File: config.mk
export PLATFORM = sky130hd
export DESIGN_NAME = lcg_rotating_xor_cipher_flat
export DESIGN_NICKNAME = d
export VERILOG_FILES = /design/src/sv/lrxc_pkg.sv /design/src/sv/lrxc_if.sv /design/src/sv/lrxc_ctrl.sv /design/src/sv/lrxc_dp.sv /design/src/sv/lcg_rotating_xor_cipher.sv /design/src/flat_wrapper.sv
export SDC_FILE = /design/constraint.sdc
export NUM_CORES = 1
export LEC_CHECK = 0
export BUFFER_PORTS_ARGS = -buffer_cell sky130_fd_sc_hd__buf_4
export CORE_ASPECT_RATIO = 1.25
export CORE_UTILIZATION = 25
export CTS_CLUSTER_DIAMETER = 40
export DETAILED_ROUTE_END_ITERATION = 7
export MAX_ROUTING_LAYER = met4
export PLACE_DENSITY_LB_ADDON = 0.3
export SLEW_MARGIN = 15
export SYNTH_ARGS = -nofsm -noshare
export SYNTH_HDL_FRONTEND = slang
export SYNTH_SLANG_ARGS = --single-unit
File: constraint.sdc
create_clock -name clk -period 12.2 [get_ports clk]
set_clock_uncertainty 0.05 [all_clocks]
set_input_delay 0.61 -clock clk [delete_from_list [all_inputs] [get_ports clk]]
set_output_delay 0.61 -clock clk [all_outputs]
set_load 0.02 [all_outputs]
File: src/sv/lrxc_pkg.sv
// Package for the LCG rotating XOR group cipher.
// Holds generator constants, config indexes, control structs and rotate helpers.
// No dependencies.
package lrxc_pkg;

  localparam int WORD_W = 32;
  localparam int CNT_W  = 3;
  localparam int AMT_W  = 5;
  localparam int CFG_IDX_W = 1;

  localparam logic [WORD_W-1:0] LCG_MUL   = 32'h0019_660d;
  localparam logic [WORD_W-1:0] LCG_ADD   = 32'h3c6e_f35f;
  localparam logic [WORD_W-1:0] KEY_RESET = 32'h0003_857a;

  localparam logic [CFG_IDX_W-1:0] CFG_KEY  = 1'b0;
  localparam logic [CFG_IDX_W-1:0] CFG_MODE = 1'b1;

  // reciprocal of 3 for a 16-bit dividend: q = (y * RECIP3) >> RECIP3_SH
  localparam logic [15:0] RECIP3    = 16'haaab;
  localparam int          RECIP3_SH = 17;

  typedef struct packed {
    logic       load;      // take a new item, reseed if asked, first generator step
    logic       step;      // one generator step
    logic       cap_dir;
    logic       cap_amt;
    logic       cap_key;
    logic       load_out;
    logic [1:0] key_idx;
  } cmd_t;

  typedef struct packed {
    logic [CNT_W-1:0] count;
  } status_t;

  function automatic logic [WORD_W-1:0] width_mask(input logic [CNT_W-1:0] cnt);
    logic [WORD_W-1:0] m;
    m = '0;
    case (cnt)
      3'd1: m = 32'h0000_00ff;
      3'd2: m = 32'h0000_ffff;
      3'd3: m = 32'h00ff_ffff;
      3'd4: m = 32'hffff_ffff;
      default: m = '0;
    endcase
    return m;
  endfunction

  function automatic logic [WORD_W-1:0] rot_left(input logic [WORD_W-1:0] x,
                                                 input logic [AMT_W-1:0] a,
                                                 input logic [CNT_W-1:0] cnt);
    logic [15:0] d8;
    logic [31:0] d16;
    logic [47:0] d24;
    logic [63:0] d32;
    logic [WORD_W-1:0] r;
    d8  = '0;
    d16 = '0;
    d24 = '0;
    d32 = '0;
    r   = '0;
    case (cnt)
      3'd1: begin
        d8 = {x[7:0], x[7:0]} << a[2:0];
        r  = {24'd0, d8[15:8]};
      end
      3'd2: begin
        d16 = {x[15:0], x[15:0]} << a[3:0];
        r   = {16'd0, d16[31:16]};
      end
      3'd3: begin
        d24 = {x[23:0], x[23:0]} << a;
        r   = {8'd0, d24[47:24]};
      end
      3'd4: begin
        d32 = {x, x} << a;
        r   = d32[63:32];
      end
      default: r = '0;
    endcase
    return r;
  endfunction

  function automatic logic [WORD_W-1:0] rot_right(input logic [WORD_W-1:0] x,
                                                  input logic [AMT_W-1:0] a,
                                                  input logic [CNT_W-1:0] cnt);
    logic [15:0] d8;
    logic [31:0] d16;
    logic [47:0] d24;
    logic [63:0] d32;
    logic [WORD_W-1:0] r;
    d8  = '0;
    d16 = '0;
    d24 = '0;
    d32 = '0;
    r   = '0;
    case (cnt)
      3'd1: begin
        d8 = {x[7:0], x[7:0]} >> a[2:0];
        r  = {24'd0, d8[7:0]};
      end
      3'd2: begin
        d16 = {x[15:0], x[15:0]} >> a[3:0];
        r   = {16'd0, d16[15:0]};
      end
      3'd3: begin
        d24 = {x[23:0], x[23:0]} >> a;
        r   = {8'd0, d24[23:0]};
      end
      3'd4: begin
        d32 = {x, x} >> a;
        r   = d32[31:0];
      end
      default: r = '0;
    endcase
    return r;
  endfunction

endpackage

File: src/sv/lrxc_if.sv
// Valid/ready channel interfaces for the cipher's input and result items.
// Depends on lrxc_pkg for field widths.
interface lrxc_in_if;
  logic                        valid;
  logic                        ready;
  logic [lrxc_pkg::WORD_W-1:0] in_word;
  logic [lrxc_pkg::CNT_W-1:0]  byte_count;
  logic                        restart;

  modport source (output valid, output in_word, output byte_count, output restart,
                  input ready);
  modport sink   (input valid, input in_word, input byte_count, input restart,
                  output ready);
endinterface

interface lrxc_out_if;
  logic                        valid;
  logic                        ready;
  logic [lrxc_pkg::WORD_W-1:0] out_word;
  logic [lrxc_pkg::CNT_W-1:0]  out_count;

  modport source (output valid, output out_word, output out_count, input ready);
  modport sink   (input valid, input out_word, input out_count, output ready);
endinterface

File: src/sv/lrxc_ctrl.sv
// Controller FSM: sequences generator draws for one item and the result hand-off.
// Depends on lrxc_pkg (cmd_t, status_t).
module lrxc_ctrl (
  input  logic              clk,
  input  logic              rst,
  input  logic              in_valid,
  output logic              in_ready,
  output logic              out_valid,
  input  logic              out_ready,
  input  lrxc_pkg::status_t st,
  output lrxc_pkg::cmd_t    cmd
);

  localparam logic [2:0] S_IDLE = 3'd0;
  localparam logic [2:0] S_DIR  = 3'd1;
  localparam logic [2:0] S_AMT  = 3'd2;
  localparam logic [2:0] S_KEY  = 3'd3;
  localparam logic [2:0] S_FIN  = 3'd4;

  logic [2:0] state, state_next;
  logic [1:0] key_idx, key_idx_next;
  logic [lrxc_pkg::CNT_W-1:0] cnt_m1;

  assign cnt_m1   = st.count - 3'd1;
  assign in_ready = (state == S_IDLE);

  always_comb begin
    state_next   = state;
    key_idx_next = key_idx;
    cmd          = '0;
    cmd.key_idx  = key_idx;
    case (state)
      S_IDLE: begin
        if (in_valid) begin
          cmd.load   = 1'b1;
          state_next = S_DIR;
        end
      end
      S_DIR: begin
        cmd.cap_dir = 1'b1;
        if (st.count == 3'd0) begin
          state_next = S_FIN;
        end else begin
          cmd.step   = 1'b1;
          state_next = S_AMT;
        end
      end
      S_AMT: begin
        cmd.cap_amt  = 1'b1;
        cmd.step     = 1'b1;
        key_idx_next = cnt_m1[1:0];
        state_next   = S_KEY;
      end
      S_KEY: begin
        cmd.cap_key = 1'b1;
        if (key_idx == 2'd0) begin
          state_next = S_FIN;
        end else begin
          cmd.step     = 1'b1;
          key_idx_next = key_idx - 2'd1;
        end
      end
      S_FIN: begin
        if (!out_valid || out_ready) begin
          cmd.load_out = 1'b1;
          state_next   = S_IDLE;
        end
      end
      default: state_next = S_IDLE;
    endcase
  end

  always_ff @(posedge clk) begin
    if (rst) begin
      state     <= S_IDLE;
      key_idx   <= 2'd0;
      out_valid <= 1'b0;
    end else begin
      state   <= state_next;
      key_idx <= key_idx_next;
      if (cmd.load_out) begin
        out_valid <= 1'b1;
      end else if (out_ready) begin
        out_valid <= 1'b0;
      end
    end
  end

endmodule

File: src/sv/lrxc_dp.sv
// Datapath: config registers, LCG seed with one multiply-add, draw capture,
// group transform and result register. Depends on lrxc_pkg.
module lrxc_dp (
  input  logic                               clk,
  input  logic                               rst,
  input  logic                               cfg_we,
  input  logic [lrxc_pkg::CFG_IDX_W-1:0]     cfg_index,
  input  logic [lrxc_pkg::WORD_W-1:0]        cfg_data,
  input  logic [lrxc_pkg::WORD_W-1:0]        in_word,
  input  logic [lrxc_pkg::CNT_W-1:0]         byte_count,
  input  logic                               restart,
  input  lrxc_pkg::cmd_t                     cmd,
  output lrxc_pkg::status_t                  st,
  output logic [lrxc_pkg::WORD_W-1:0]        out_word,
  output logic [lrxc_pkg::CNT_W-1:0]         out_count
);

  logic [lrxc_pkg::WORD_W-1:0] cipher_key;
  logic                        encrypt_mode;
  logic [lrxc_pkg::WORD_W-1:0] seed;
  logic [lrxc_pkg::WORD_W-1:0] word;
  logic [lrxc_pkg::CNT_W-1:0]  count;
  logic                        dir;
  logic [lrxc_pkg::AMT_W-1:0]  amt;
  logic [lrxc_pkg::WORD_W-1:0] keyword;

  logic [lrxc_pkg::WORD_W-1:0] seed_src, seed_next;
  logic [lrxc_pkg::CNT_W-1:0]  count_clamp;
  logic [12:0]                 hi13;
  logic [28:0]                 q_prod;
  logic [12:0]                 q3;
  logic [14:0]                 r3_full;
  logic [lrxc_pkg::AMT_W-1:0]  amt_draw;
  logic [lrxc_pkg::WORD_W-1:0] data_m, pre, rotl_v, rotr_v, rot_v, result;
  logic                        go_left;

  assign st.count = count;

  assign seed_src  = (cmd.load && restart) ? cipher_key : seed;
  assign seed_next = seed_src * lrxc_pkg::LCG_MUL + lrxc_pkg::LCG_ADD;

  assign count_clamp = (byte_count > 3'd4) ? 3'd4 : byte_count;

  // (seed >> 16) mod 24 = ((seed >> 19) mod 3) * 8 + seed[18:16]
  assign hi13    = seed[31:19];
  assign q_prod  = {16'd0, hi13} * {13'd0, lrxc_pkg::RECIP3};
  assign q3      = q_prod[lrxc_pkg::RECIP3_SH +: 12] == 12'd0 ? 13'd0
                   : {1'b0, q_prod[lrxc_pkg::RECIP3_SH +: 12]};
  assign r3_full = {2'd0, hi13} - ({2'd0, q3} + {1'b0, q3, 1'b0});

  always_comb begin
    amt_draw = '0;
    case (count)
      3'd1: amt_draw = {2'd0, seed[18:16]};
      3'd2: amt_draw = {1'b0, seed[19:16]};
      3'd3: amt_draw = {r3_full[1:0], seed[18:16]};
      3'd4: amt_draw = seed[20:16];
      default: amt_draw = '0;
    endcase
  end

  // encrypt: xor then rotate (left on dir); decrypt: rotate the other way then xor
  assign data_m  = word & lrxc_pkg::width_mask(count);
  assign pre     = encrypt_mode ? (data_m ^ keyword) : data_m;
  assign go_left = encrypt_mode ? dir : !dir;
  assign rotl_v  = lrxc_pkg::rot_left(pre, amt, count);
  assign rotr_v  = lrxc_pkg::rot_right(pre, amt, count);
  assign rot_v   = go_left ? rotl_v : rotr_v;
  assign result  = (encrypt_mode ? rot_v : (rot_v ^ keyword))
                   & lrxc_pkg::width_mask(count);

  always_ff @(posedge clk) begin
    if (rst) begin
      cipher_key   <= lrxc_pkg::KEY_RESET;
      encrypt_mode <= 1'b0;
      seed         <= '0;
    end else begin
      if (cfg_we) begin
        case (cfg_index)
          lrxc_pkg::CFG_KEY:  cipher_key   <= cfg_data;
          lrxc_pkg::CFG_MODE: encrypt_mode <= cfg_data[0];
          default: ;
        endcase
      end
      if (cmd.load || cmd.step) begin
        seed <= seed_next;
      end
    end
  end

  always_ff @(posedge clk) begin
    if (cmd.load) begin
      word    <= in_word;
      count   <= count_clamp;
      keyword <= '0;
    end
    if (cmd.cap_dir) begin
      dir <= seed[16];
    end
    if (cmd.cap_amt) begin
      amt <= amt_draw;
    end
    if (cmd.cap_key) begin
      case (cmd.key_idx)
        2'd0: keyword[7:0]   <= seed[23:16];
        2'd1: keyword[15:8]  <= seed[23:16];
        2'd2: keyword[23:16] <= seed[23:16];
        2'd3: keyword[31:24] <= seed[23:16];
        default: ;
      endcase
    end
    if (cmd.load_out) begin
      out_word  <= result;
      out_count <= count;
    end
  end

endmodule

File: src/sv/lcg_rotating_xor_cipher.sv
// Top level: LCG-keyed rotating XOR group cipher, controller plus datapath.
// Per item: accept in idle, direction draw, amount draw, one key-byte capture per byte, then result
// load (an empty group goes from direction draw to result load), byte_count above 4 counting as 4;
// a result still waiting in the output register stalls the result load. One draw per cycle on the
// single LCG multiply-add, then key capture and result load. One in flight: no accept until idle.
// Reset (rst, synchronous): FSM idle, no result valid, seed 0, key 0x3857A, decrypt mode.
module lcg_rotating_xor_cipher (
  input  logic                           clk,
  input  logic                           rst,
  input  logic                           cfg_we,
  input  logic [lrxc_pkg::CFG_IDX_W-1:0] cfg_index,
  input  logic [lrxc_pkg::WORD_W-1:0]    cfg_data,
  lrxc_in_if.sink                        in_ch,
  lrxc_out_if.source                     out_ch
);

  lrxc_pkg::cmd_t    cmd;
  lrxc_pkg::status_t st;
  logic              in_ready;
  logic              out_valid;

  assign in_ch.ready  = in_ready;
  assign out_ch.valid = out_valid;

  lrxc_ctrl u_ctrl (
    .clk       (clk),
    .rst       (rst),
    .in_valid  (in_ch.valid),
    .in_ready  (in_ready),
    .out_valid (out_valid),
    .out_ready (out_ch.ready),
    .st        (st),
    .cmd       (cmd)
  );

  lrxc_dp u_dp (
    .clk        (clk),
    .rst        (rst),
    .cfg_we     (cfg_we),
    .cfg_index  (cfg_index),
    .cfg_data   (cfg_data),
    .in_word    (in_ch.in_word),
    .byte_count (in_ch.byte_count),
    .restart    (in_ch.restart),
    .cmd        (cmd),
    .st         (st),
    .out_word   (out_ch.out_word),
    .out_count  (out_ch.out_count)
  );

endmodule

File: src/flat_wrapper.sv
// flat-port wrapper written by rule: the top's interface ports become plain ports
module lcg_rotating_xor_cipher_flat 
  (clk, rst, cfg_we, cfg_index, cfg_data, in_ch_valid, in_ch_in_word, in_ch_byte_count, in_ch_restart, in_ch_ready, out_ch_valid, out_ch_out_word, out_ch_out_count, out_ch_ready);
  lrxc_in_if in_ch_i ();
  lrxc_out_if out_ch_i ();
  input  logic clk;
  input  logic rst;
  input  logic cfg_we;
  input  logic [lrxc_pkg::CFG_IDX_W-1:0] cfg_index;
  input  logic [lrxc_pkg::WORD_W-1:0] cfg_data;
  input wire logic [$bits(in_ch_i.valid)-1:0] in_ch_valid;
  input wire logic [$bits(in_ch_i.in_word)-1:0] in_ch_in_word;
  input wire logic [$bits(in_ch_i.byte_count)-1:0] in_ch_byte_count;
  input wire logic [$bits(in_ch_i.restart)-1:0] in_ch_restart;
  output wire logic [$bits(in_ch_i.ready)-1:0] in_ch_ready;
  output wire logic [$bits(out_ch_i.valid)-1:0] out_ch_valid;
  output wire logic [$bits(out_ch_i.out_word)-1:0] out_ch_out_word;
  output wire logic [$bits(out_ch_i.out_count)-1:0] out_ch_out_count;
  input wire logic [$bits(out_ch_i.ready)-1:0] out_ch_ready;
  assign in_ch_i.valid = in_ch_valid;
  assign in_ch_i.in_word = in_ch_in_word;
  assign in_ch_i.byte_count = in_ch_byte_count;
  assign in_ch_i.restart = in_ch_restart;
  assign in_ch_ready = in_ch_i.ready;
  assign out_ch_valid = out_ch_i.valid;
  assign out_ch_out_word = out_ch_i.out_word;
  assign out_ch_out_count = out_ch_i.out_count;
  assign out_ch_i.ready = out_ch_ready;
  lcg_rotating_xor_cipher u_core (.clk(clk), .rst(rst), .cfg_we(cfg_we), .cfg_index(cfg_index), .cfg_data(cfg_data), .in_ch(in_ch_i), .out_ch(out_ch_i));
endmodule
==> results of run 1 <==
[per-layer routing]
layer  share of wire  wire length, um  track usage  vias to the layer above
li1                -                -            -                    10500
met2            0.48            50200        0.359                      933
met3           0.065             6840       0.0370                      252
met5               0                0            -                        -
met1            0.40            41700        0.252                    11200
met4           0.064             6710        0.130                        0
[worst max-delay path by stage]
| stage | startpoint | to | slack, ns |
|---|---|---|---|
| after floorplan | u_core.u_ctrl.state[2]$_SDFFE_PP0P_ | u_core.u_dp.seed[30]$_SDFFE_PP0P_ | 2.96 |
| after global placement | in_ch_valid | u_core.u_dp.seed[31]$_SDFFE_PP0P_ | 4.43 |
| after detailed placement | in_ch_valid | u_core.u_dp.seed[30]$_SDFFE_PP0P_ | 4.31 |
| after CTS | u_core.u_ctrl.state[1]$_SDFFE_PP0P_ | u_core.u_dp.seed[30]$_SDFFE_PP0P_ | 4.33 |
| after global routing | u_core.u_ctrl.state[1]$_SDFFE_PP0P_ | u_core.u_dp.seed[31]$_SDFFE_PP0P_ | 3.79 |
| final | u_core.u_ctrl.state[1]$_SDFFE_PP0P_ | u_core.u_dp.seed[30]$_SDFFE_PP0P_ | 4.37 |
[kinds of logic (layout without fill, tap and decap cells)]
| logic type | after synthesis | in the layout | share of synthesized area |
|---|---|---|---|
| compound gates | 786 | 786 | 0.219 |
| simple gates | 807 | 807 | 0.155 |
| fa+ha+maj | 400 | 400 | 0.260 |
| mux | 153 | 153 | 0.0746 |
| buf+inv | 510 | 531 | 0.0808 |
| other cells | 0 | 7 | 0 |
| flops | 179 | 179 | 0.178 |
| xor+xnor | 88 | 88 | 0.0321 |
[layout make-up]
type                            instances  area, sq um
Tap cell                             1290         1610
Antenna cell                            7         17.5
Inverter                              328         1230
Sequential cell                       179         4350
Multi-Input combinational cell       2234        18200
Timing Repair Buffer                  171         1280
Clock buffer                           17          425
Clock inverter                         15          168
Fill cell                           10500        69000
[stage by stage]
step	instance area, sq um	worst slack, ns	util
3_3_place_gp	26600	4.43	0.277
5_1_grt	27200	3.79	0.283
2_1_floorplan	24400	2.96	-
4_1_cts	27200	4.33	0.283
3_5_place_dp	26600	4.31	0.277
6_report	27200	4.37	0.283
[sequential cells by signal (all words and copies together) (netlist names)]
signal	flops
u_core.u_dp.cipher_key	32
u_core.u_dp.keyword	32
u_core.u_dp.out_word	32
u_core.u_dp.seed	32
u_core.u_dp.word	32
u_core.u_dp.amt	5
u_core.u_ctrl.state	3
u_core.u_dp.out_count	3
u_core.u_dp.st	3
u_core.u_ctrl.key_idx	2
u_core.u_ctrl.out_valid	1
u_core.u_dp.dir	1
u_core.u_dp.encrypt_mode	1
[cells in the mapped netlist, types with 68 or more instances]
library cell and n:
ha_1 220, dfxtp_1 103, nand3_1 68, edfxtp_1 76
nor2_1 193, fa_1 180, nand2_1 292, a21oi_1 190
inv_1 324, mux2i_1 94, xnor2_1 68, clkbuf_1 133
o21ai_0 150
[critical path, delay by kind of cell (launching register included)]
kind	cells	cell delay, ns
AO/OA/AOI/OAI	10	1.69
XOR/XNOR	1	0.15
adder cells (fa/ha/maj)	8	3.13
buffers and inverters	6	0.90
flip-flops	1	0.54
multiplexers	1	0.49
AND/OR/NAND/NOR	4	0.74
==> key figures, run 1 <==
Worst hold path
  – WHS Path Cells: 1
  – Hold path endpoint: u_core.u_dp.word[14]$_DFFE_PN_
  – Hold WC Path Type: in -> reg
  – Min-delay src: in_ch_in_word[14]

Setup path
  – Depth of the most critical reg-to-reg path: 30
  – Worst path slowest cell: dfxtp_1
  – Worst path arrival time: 8.19 ns
  – Req. time, crit path: 12.56 ns
  – R2R setup slack: about 4.4 ns
  – R2r endpoint: u_core.u_dp.seed[30]$_SDFFE_PP0P_
  – Crit path kind: reg -> reg
  – Worst Path Max Fanout: 32
  – Worst r2r src: u_core.u_ctrl.state[1]$_SDFFE_PP0P_
  – CP startpoint kind: flip-flop
  – Crit path capture type: flip-flop
  – Worst path max stage delay: 0.54 ns

Synth
  – Synth area leaders: fa_1 15%, ha_1 11%, edfxtp_1 9.3%
  – Synth Flop Type: dfxtp_1
  – Async SR Flop Fraction: 0
  – Cell area after synthesis: about 0.024 sq mm
  – Yosys warns: 0
  – Sequential share of the synthesized area: 0.178
  – Yosys top cell by area: fa_1
  – Post-synth cell types: 95
  – Synth top area share: 0.148
  – Mapped Cells: 2,923
  – Syn Area/Cell: about 8.4 sq um
  – Flops & latches, synth: 179
  – Net Count, Synth: 3,397
  – Post-synth EDFFs: between 70 and 80

Place
  – DP Cell Count: roughly 4,200
  – Port Buffers: 110
  – Hpwl dp: 83.2 mm
  – GP Congestion: 1.05

Detailed routing
  – First-pass DRT Iterations: 6
  – DRC violations left: 0
  – Routed length per placed instance: 24.9 um
  – Total number of vias: 22,900
  – Starting DRT DRC Count: 2,313
  – Post-route ant nets: 0
  – DR vias/cell: between 5 and 6
  – Final wirelength: roughly 110 mm

Final layout
  – Area grow syn2layout: 11.5%
  – Commonest non-fill, non-tap cell in the layout: inv_1
  – Layout cells sized above 1: 0.103
  – Commonest cells after routing, fill and taps aside: 323 x inv_1, 291 x nand2_1, 220 x ha_1
  – Final Non-Filler Cells: 4,241
  – Nets: 3,405

Global routing
  – Pin count of the biggest net entering global routing: 78
  – Total Routing Usage GR: 0.220
  – Vias in the first global route: ~23,000
  – First-pass GRT wire length: roughly 160 mm
  – Antenna violations before repair: 9
  – GRT Residual Overflow: 0

Clocking
  – CTS tree: built
  – Number of clock sinks: 179
  – Clk root buf: clkbuf_16
  – Hold-fix buffers, CTS: 0
  – Post-CTS setup buffer count: 0
  – Number of buffers on the longest clock path: 2
  – TritonCTS buffer count: 17
  – Clk Latency, worst-skew pair: about 0.52 ns
  – H-tree depth: 4
  – Clk slew on worst S/H paths: 0.09 ns
  – PostCTS Resize Cnt: 0

STA
  – Setup violations, final: 0
  – Setup TNS: 0 ns
  – Fin. Hold Viols: 0
  – Final min period: 7.83 ns
  – Worst-Margin Slew: about 1.2 ns
  – Final slew viol count: 0
  – Slew headroom: 0.221
  – Final worst-path cycle share: 0.642
  – Min Hold Slack: ~0.22 ns
  – RSZ-0062 raised after global routing: no
  – FMAX: 0.128 GHz

Run status
  – Status: finished clean

Floorplan
  – Starting Density: 0.254
  – DIE AREA: 0.0990 sq mm
  – Row count: roughly 130
  – Die X: approximately 280 um
  – Ports: 111
  – Die H: 351 um
  – Core ar.: approximately 0.096 sq mm

Run
  – Max Cap Viol: 0
Power of run 1 is left out: the tool's default activity adds up to more than one toggle a clock period on the data nets, which glitch-free logic cannot reach.
==> run 2, diff against run 1 <==
clock period = 6.73 ns   (was 12.2 ns; I/O delays follow)
==> run 2 against run 1 <==
  * Core utilization up 1.6 points
  * Non-clock buffer count up 119
  * Via count up 2.5%
  * Flip-flop and latch count unchanged
  * Maximum frequency up 20%
  * Count of clock-buffer cells in the layout up 1
  * Critical path depth down 6
  * Critical endpoint is now u_core.u_dp.seed[28]$_SDFFE_PP0P_
==> key figures, run 2 (synthesis results as in run 1) <==
Run status
  – Status: finished clean

STA
  – Final slew viol count: 0
  – Slew headroom: 0.205
  – FMAX: 0.153 GHz
  – Final setup margin: 0.183 ns
  – Setup violations, final: 0
  – Fin. Hold Viols: 0
  – Worst-Margin Slew: 1.19 ns
  – Final worst-path cycle share: 0.973
  – Final min period: 6.55 ns
  – RSZ-0062 raised after global routing: yes

Clocking
  – CTS tree: built
  – Clk slew on worst S/H paths: 0.09 ns
  – Number of buffers on the longest clock path: 2
  – Clk Latency, worst-skew pair: 0.52 ns
  – Number of clock sinks: between 150 and 200
  – Clk root buf: clkbuf_16
  – TritonCTS buffer count: 17
  – H-tree depth: 4

Place
  – Worst slack at placement: -0.247 ns
  – GP Congestion: 1.05
  – DP Cell Count: 4,250
  – Port Buffers: 110
  – Hpwl dp: 85.0 mm

Detailed routing
  – First-pass DRT Iterations: 8
  – Total number of vias: 23,500
  – DRC violations left: 0
  – Final wirelength: approximately 110 mm
  – Routed length per placed instance: between 20 and 25 um
  – Starting DRT DRC Count: 2,048
  – DR vias/cell: 5.38
  – Post-route ant nets: 0

Global routing
  – Pin count of the biggest net entering global routing: 120
  – Antenna violations before repair: 7
  – GRT Residual Overflow: 0
  – Vias in the first global route: 23,100
  – First-pass GRT wire length: 157 mm
  – Total Routing Usage GR: 0.223

Final layout
  – Nets: 3,525
  – Area grow syn2layout: 17.7%
  – Commonest cells after routing, fill and taps aside: 308 x inv_1, 289 x nand2_1, 228 x buf_4
  – Final Non-Filler Cells: 4,362
  – Layout cells sized above 1: 0.139
  – Commonest non-fill, non-tap cell in the layout: inv_1

Setup path
  – Req. time, crit path: roughly 7.1 ns
  – Worst Path Max Fanout: 8
  – Crit path capture type: flip-flop
  – Crit path kind: reg -> reg
  – CP startpoint kind: flip-flop
  – Worst path arrival time: 6.93 ns

Floorplan
  – Core ar.: 0.0963 sq mm
  – Die X: 282 um
  – Die H: 351 um
  – Row count: 127
  – DIE AREA: 0.0990 sq mm
  – Ports: around 110
  – Starting Density: 0.254

Worst hold path
  – Hold WC Path Type: in -> reg

Run
  – Max Cap Viol: 0
run 2: per-stage QoR:
step / TNS (ns) / hold slack, ns / util / instance area [sq um]
global placement: -0.232 / 0.391 / 0.283 / 27200
detailed placement: -0.689 / 0.399 / 0.283 / 27200
floorplan: -0.214 / 0.378 / - / 24700
CTS: 0 / 0.00200 / 0.295 / 28400
finish: 0 / 0.0369 / 0.299 / 28800
global route: -0.249 / 0.0166 / 0.299 / 28800
run 2: cell type report:
cell class	count	area (sq um)
diodes	8	20.0
clock buffers	18	450
clock inverters	14	159
inverters	328	1230
well taps	1290	1610
repair buffers	290	2360
fillers	10400	67500
multi-input cells	2235	18600
flip-flops and latches	179	4350
run 2: critical path, stage by stage, from the launching register on:
cell and delay [ns]:
dfxtp_2 0.34, nor3_4 0.18, and2_4 0.27, nand2_8 0.13
buf_6 0.18, mux2_4 0.35, ha_1 0.31, inv_1 0.05
fa_1 0.49, fa_1 0.53, fa_1 0.54, inv_1 0.05
fa_1 0.50, fa_1 0.41, ha_1 0.31, and4_1 0.24
nand3_1 0.12, nor2_1 0.06, a31oi_2 0.27, nand3_2 0.16
a41o_1 0.26, o41ai_2 0.28, xnor2_1 0.16, nand2_1 0.07
a21oi_1 0.14
run 2: what timing repair did:
action	CTS	global route
setup buffers	2	13
hold endpoints to repair	57	0
pin swaps	4	28
gates resized for setup	4	41
endpoints found under the setup margin	4	8
hold buffers	57	0
gates cloned	0	1
run 2: path summary, 6_finish.rpt:
check	startpoint	to	slack (ns)	cells past startpoint
setup reg to reg	u_core.u_ctrl.state[0]$_SDFFE_PP0P_	u_core.u_dp.seed[28]$_SDFFE_PP0P_	0.18	24
hold / removal	cfg_data[27]	u_core.u_dp.cipher_key[27]$_SDFFE_PP0P_	0.04	3
hold reg to reg	u_core.u_dp.seed[0]$_SDFFE_PP0P_	u_core.u_dp.seed[0]$_SDFFE_PP0P_	0.41	2
setup / recovery	u_core.u_ctrl.state[0]$_SDFFE_PP0P_	u_core.u_dp.seed[28]$_SDFFE_PP0P_	0.18	24
run 2: per-layer routing:
layer / vias to the layer above / track usage / share of wire
li1: 10700 / - / -
met1: 11500 / 0.256 / 0.39
met2: 975 / 0.368 / 0.48
met3: 290 / 0.0333 / 0.062
met4: 0 / 0.134 / 0.068
met5: - / - / 0
Power of run 2 is left out for the same reason.
